==> src/hdl/chm_pkg.sv <==
// Shared types and constants for the chained hash map.
package chm_pkg;

  localparam int unsigned CHM_BUCKETS = 16;
  localparam int unsigned CHM_ENTRIES = 256;

  typedef enum logic [1:0] {
    CMD_PUT    = 2'd0,
    CMD_GET    = 2'd1,
    CMD_REMOVE = 2'd2,
    CMD_CLEAR  = 2'd3
  } cmd_e;

  // Write enables of the entry memory
  typedef struct packed {
    logic key_we;
    logic val_we;
    logic nxt_we;
  } chm_we_t;

endpackage

==> src/hdl/chm_free_stack.sv <==
// Free entry stack; positions never rewritten since a clear read their initial entry.
module chm_free_stack #(
  parameter int unsigned ENTRIES = chm_pkg::CHM_ENTRIES,
  parameter int unsigned IW      = $clog2(ENTRIES),
  parameter int unsigned PW      = IW + 1
) (
  input  logic          clk_i,
  input  logic          rst_ni,
  input  logic          clr_i,
  input  logic          pop_i,
  input  logic          push_i,
  input  logic [IW-1:0] push_idx_i,
  output logic [IW-1:0] top_o,
  output logic          empty_o
);
  import chm_pkg::*;

  logic [IW-1:0] mem [ENTRIES];
  logic [PW-1:0] fc_q, fc_d;
  logic [PW-1:0] lw_q, lw_d;
  logic [IW-1:0] pos;
  logic [IW-1:0] top_q;

  assign pos     = IW'(fc_q - PW'(1));
  assign empty_o = (fc_q == '0);
  assign top_o   = top_q;

  always_comb begin
    fc_d = fc_q;
    lw_d = lw_q;
    if (clr_i) begin
      fc_d = PW'(ENTRIES);
      lw_d = PW'(ENTRIES);
    end else if (pop_i) begin
      fc_d = fc_q - PW'(1);
      if (fc_d < lw_q) lw_d = fc_d;
    end else if (push_i) begin
      fc_d = fc_q + PW'(1);
    end
  end

  always_ff @(posedge clk_i or negedge rst_ni) begin
    if (!rst_ni) begin
      fc_q <= PW'(ENTRIES);
      lw_q <= PW'(ENTRIES);
    end else begin
      fc_q <= fc_d;
      lw_q <= lw_d;
    end
  end

  // Registered read of the stack top
  always_ff @(posedge clk_i) begin
    if (push_i && !clr_i) mem[fc_q[IW-1:0]] <= push_idx_i;
    if ({1'b0, pos} < lw_q) top_q <= IW'(ENTRIES - 1) - pos;
    else top_q <= mem[pos];
  end

endmodule

==> config.mk <==
export PLATFORM = sky130hd
export DESIGN_NAME = chm_free_stack
export DESIGN_NICKNAME = d
export VERILOG_FILES = /design/src/hdl/chm_pkg.sv /design/src/hdl/chm_free_stack.sv
export SDC_FILE = /design/constraint.sdc
export NUM_CORES = 2
export LEC_CHECK = 0
export BUFFER_PORTS_ARGS = -buffer_cell sky130_fd_sc_hd__buf_2
export CAP_MARGIN = 20
export CELL_PAD_IN_SITES_DETAIL_PLACEMENT = 0
export CELL_PAD_IN_SITES_GLOBAL_PLACEMENT = 1
export CORE_MARGIN = 2
export CORE_UTILIZATION = 40
export DETAILED_ROUTE_END_ITERATION = 10
export HOLD_SLACK_MARGIN = 0.1
export PLACE_DENSITY_LB_ADDON = 0.1
export SETUP_SLACK_MARGIN = 0.1
export SKIP_LAST_GASP = 1
export SLEW_MARGIN = 30
export SYNTH_ARGS = -nofsm -noshare
export SYNTH_HDL_FRONTEND = slang
export SYNTH_SLANG_ARGS = --single-unit
export TNS_END_PERCENT = 30
==> constraint.sdc <==
create_clock -name clk_i -period 9.8 [get_ports clk_i]
set_input_delay 1.96 -clock clk_i [delete_from_list [all_inputs] [get_ports clk_i]]
set_output_delay 1.96 -clock clk_i [all_outputs]
set_load 0.02 [all_outputs]
# Yosys cells after proc, flatten, opt, wreduce, memory -nomap -nowiden
# Memory sizes are Yosys's and may differ from the RTL's.
# Cells that the tools add are included.
# classes
n_addsub	3
multipliers	0
n_div	0
order_cmp	2
eq_ne	0
shift	0
mux	9
bitwise	0
n_reduce_logical	7
# ops
cell	n
$mux W9	6
$add A9 B1 Y9 const B	1
$logic_not A9 Y1	1
$lt A8 B9 Y1	1
$lt A9 B9 Y1	1
$sub A9 B1 Y9 const B	1
$mux W8	1
$sub A8 B8 Y8 const A	1
$reduce_bool A2 Y1	2
$reduce_bool A3 Y1	1
$mux W1	2
$reduce_and A2 Y1	1
$logic_and A1 B1 Y1	1
$logic_not A1 Y1	1
# word_totals
regBits	26
latchBits	0
ram_bits	2048
romBits	0
inputBits	13
out_inout_bits	9
word_cells	25
memories	1
# mem_list
memory	depth	word_bits	rd	rd_clocked_by_memory_dff	write_ports	line_no	rtl
mem	256	8	1	0	1	chm_free_stack.sv:18	logic [IW-1:0] mem [ENTRIES];

# Logic depth before layout (Yosys ltp)
# logic_depth
word_depth	5
mapped_depth	22
ltp_nobuf	14

# Worst setup path before layout
# Ideal clock, no wire load.
# synth_timing
path_kind	flip-flop to flip-flop
start	reg fc_q[0]
end	reg top_q[2] (netlist: top_o[2])
setup_time_ps	115
t_arrival_ps	4608
required_ps	9685
path_slack_ps	5077
stages_incl_launch_ff	22
n_path_buf	9
synth_period_minus_slack_ps	4723
cell_sequence	dfrtp_1 > buf_4 > buf_4 > buf_4 > buf_4 > buf_2 > inv_1 > ha_1 > nor3b_2 > xnor2_2 > inv_2 > clkbuf_1 > buf_1 > ha_1 > a2111o_1 > a31oi_1 > o21a_1 > or3_1 > clkbuf_1 > clkbuf_1 > nand2_1 > and3_1
# synth_via
elab_chain_len	3
word_cells_on_any_way	5
cone_classes	add/sub: 2; order compare: 1; mux: 1; memory: 1
# synth_lines
item	line_no	rtl
start: declaration	chm_free_stack.sv:19	logic [PW-1:0] fc_q, fc_d;
start signal: assignment	chm_free_stack.sv:44	fc_q <= PW'(ENTRIES);
$sub A9 B1 Y9 (*)	-	
$mem_v2 Z256 W8, or another cell as far along	-	
$mux W8 (*)	chm_free_stack.sv:55	if ({1'b0, pos} < lw_q) top_q <= IW'(ENTRIES - 1) - pos;
end signal: assignment	chm_free_stack.sv:55	
end signal: assignment	chm_free_stack.sv:56	else top_q <= mem[pos];
end: declaration	chm_free_stack.sv:22	logic [IW-1:0] top_q;
# Every way passes the cells marked *; elsewhere a longest branch is shown, timed or not.
# A chain may end at the register's enable or synchronous reset.

# Worst setup path in the final report
# layout_timing
start	reg fc_q[0]
end	reg top_q[3] (netlist: top_o[3])
# Same word-level chain as after synthesis.

==> results.yml <==
final_layout:
  syn_to_final_growth_pct: 12.8
  final_common_cell: "edfxtp_1"
  nFillCells: 17000
  final_cell_mix: "edfxtp_1 (2048), mux4_2 (547), nand2_1 (307)"
  drive_above_1_share_pct: 24.5
  design_area_um2: 91800
  finalNetCount: 4078
pwr:
  p_total_mw: 21.9
  peakVddDrop_v: 0.000260
  power_density_nw_per_um2: 238
  leakage_nw: 27.9
yosys:
  postSynth.asyncResetShare_pct: 0.868
  yosysUniqueCellTypes: 76
  synth_seq_cells: 2074
  synthCells: 3982
  synthFlopType: "edfxtp_1"
  yosysTopAreaCell: "edfxtp_1"
  avgSynthCellArea_um2: 20.4
  synth_edf_count: 2048
  syn_area_um2: 81300
  synth_fp_nets: 4008
  yosysWarnings: 0
  synth_top_area_share_pct: 75.6
  synth_area_leaders: "edfxtp_1 (76%), mux4_2 (15%), nand2_1 (1.4%)"
  seq_area_frac_synth_pct: 76.4
drt:
  antenna_left: 0
  vias: 40000
  avgRoutedWirePerCell_um: 33.7
  dr.pass1.iters: 5
  drc: 0
  wirelength_um: 233000
  drt_iter0_drc: 4370
  drt-vias-per-instance: 5.80
sta:
  hold_viol: 0
  fmax_mhz: 164
  setup_tns_ns: 0
  fin_skew_ns: 0.0491
  holdWs_ns: 0.526
  rsz0062_at_grt: "no"
  worstMarginPinSlew_ns: 1.03
  finalCriticalPeriod_ns: 6.10
  period_share_pct: 62.2
  max_slew_margin_pct: 31.6
  slew_viol_final: 0
  setup_viol: 0
global_routing:
  grt.overflow.total: 0
  grt_use_total_pct: 22.6
  grt_pass1_vias: 40700
  antenna_found_initial: 11
  grt_pass1_wl_um: 327000
  grt_start_max_net_pins: 149
setup_path:
  cpPeakStageDelay_ns: 0.77
  cp_num_cells: 12
  cp-end-kind: "register"
  cp_max_fo: 40
  cp.required_ns: 10.51
  path_buf_inv: 3
  r2r_end: "top_o[3]$_DFF_P_"
  cpMaxStageDelayCell: "dfrtp_4"
  path_class: "register to register"
  r2r-start: "fc_q[0]$_DFFE_PN0P_"
  worstSetupStartpointType: "register"
  r2r.worst_path.cells: 12
  path_cells: "inv_1 > ha_1 > nor3b_2 > xnor2_4 > clkinv_2 > buf_4 > nor2_4 > nand3_1 > o2111ai_1 > o311ai_1 > nor4_1 > a211oi_1"
  arrival_ns: 6.81
  worst-r2r-setup-slack_ns: 3.70
  cpLargestDelayFamily: "simple AND/OR/NAND/NOR gates"
cts:
  cts.path.max_buffers: 3
  cts_setup_buffers: 0
  cts_hold_buf: 0
  tritoncts: "yes"
  htree_levels: 4
  ctsResizeCount: 0
  numClockSinks: 2074
  root_buffer: "clkbuf_16"
  cts_buffers: 218
  clk_pin_slew_ns: 0.06
  clk_latency_ns: 0.86
die:
  io_pins: 22
  die_w_um: 455
  die_area_um2: 207000
  die_y_um: 455
  placementRows: 165
  core_um2: 202000
  start_util_pct: 40.2
placed_design:
  gp_congestion: 0.796
  placed_cell_area_um2: 84700
  port_buffers: 21
  hpwl_um: 136000
min_path:
  holdPathStages: 2
  hp-start: "lw_q[1]$_DFFE_PN0P_"
  min_delay_worst_endpoint: "lw_q[1]$_DFFE_PN0P_"
  hp-class: "register to register"
outcome:
  status: "complete, no violations"
run:
  drv_cap: 0
## layout make-up
type | count | area, um2 | share of cell area [%]
Antenna cell | 2 | 5.00 | 0.00545
Clock buffer | 268 | 5740 | 6.25
Clock inverter | 128 | 1210 | 1.32
Inverter | 17 | 80.1 | 0.0873
Multi-Input combinational cell | 1643 | 18300 | 19.9
Sequential cell | 2074 | 62100 | 67.7
Tap cell | 2672 | 3340 | 3.64
Timing Repair Buffer | 98 | 1000 | 1.09
## power breakdown
group          leakage, nW  internal, mW  switching, mW
clock network         3.38          4.65           3.47
logic                 5.84          1.22           2.68
registers             18.7          9.80         0.0696
total                 27.9          15.7           6.22
## through the flow
step / util (%) / worst slack (ns) / instances
global route: 45.4 / 3.33 / 6901
floorplan: - / 5.08 / 3982
detailed placement: 41.9 / 3.46 / 6501
CTS: 45.3 / 3.42 / 6897
global placement: 41.8 / 3.09 / 6500
finish: 45.4 / 3.70 / 6902
## registers in the layout, summed over array words and instances (netlist names)
register,count
top_o,8
mem,2048
lw_q,9
fc_q,9
## logic make-up after synthesis
logic type,Yosys count,synth area share [%]
flops,2074,76.4
simple gates,812,4.22
mux,577,15.5
buf+inv,265,1.60
compound gates,227,1.93
xor+xnor,14,0.178
fa+ha+maj,13,0.200
## worst max-delay path by stage
stage / slack (ns) / to / start
finish: 3.70 / top_o[3]$_DFF_P_ / fc_q[0]$_DFFE_PN0P_
CTS: 3.42 / top_o[3]$_DFF_P_ / fc_q[0]$_DFFE_PN0P_
detailed placement: 3.46 / top_o[3]$_DFF_P_ / fc_q[0]$_DFFE_PN0P_
global placement: 3.09 / top_o[3]$_DFF_P_ / fc_q[0]$_DFFE_PN0P_
global route: 3.33 / top_o[3]$_DFF_P_ / fc_q[0]$_DFFE_PN0P_
floorplan: 5.08 / top_o[2]$_DFF_P_ / fc_q[0]$_DFFE_PN0P_
## synth_stat cells (5+ instances only)
cell type	n
dfxtp_1	8
o21ai_0	25
nor3_1	18
nand4_1	18
a221oi_1	7
edfxtp_1	2048
a32oi_1	6
and3_1	16
dfrtp_1	16
clkbuf_1	108
a22oi_1	16
nor2_1	306
inv_1	12
o2111ai_1	5
ha_1	13
nand2_1	309
nor4_1	7
a2111oi_0	7
nand3_1	107
nor2b_1	11
a311oi_1	5
buf_4	51
xnor2_1	7
and2_1	5
buf_1	14
a31oi_1	38
o211ai_1	9
a211oi_1	16
mux2i_1	27
a21oi_1	50
buf_2	69
mux4_2	547
## worst min-delay path: stages, from the launching register on
cell and delay, ns:
dfrtp_1 0.35, a21oi_1 0.06, nor2_1 0.07
## routing by layer
| metal | global-route usage, % | vias to the layer above | wire length, um |
|---|---|---|---|
| li1 | - | 16500 | - |
| met1 | 33.1 | 22000 | 103000 |
| met2 | 35.9 | 1233 | 112000 |
| met3 | 3.94 | 224 | 13500 |
| met4 | 4.45 | 0 | 3740 |
| met5 | 0 | - | 0 |
Note: power is estimated with default switching activity, not from simulation.
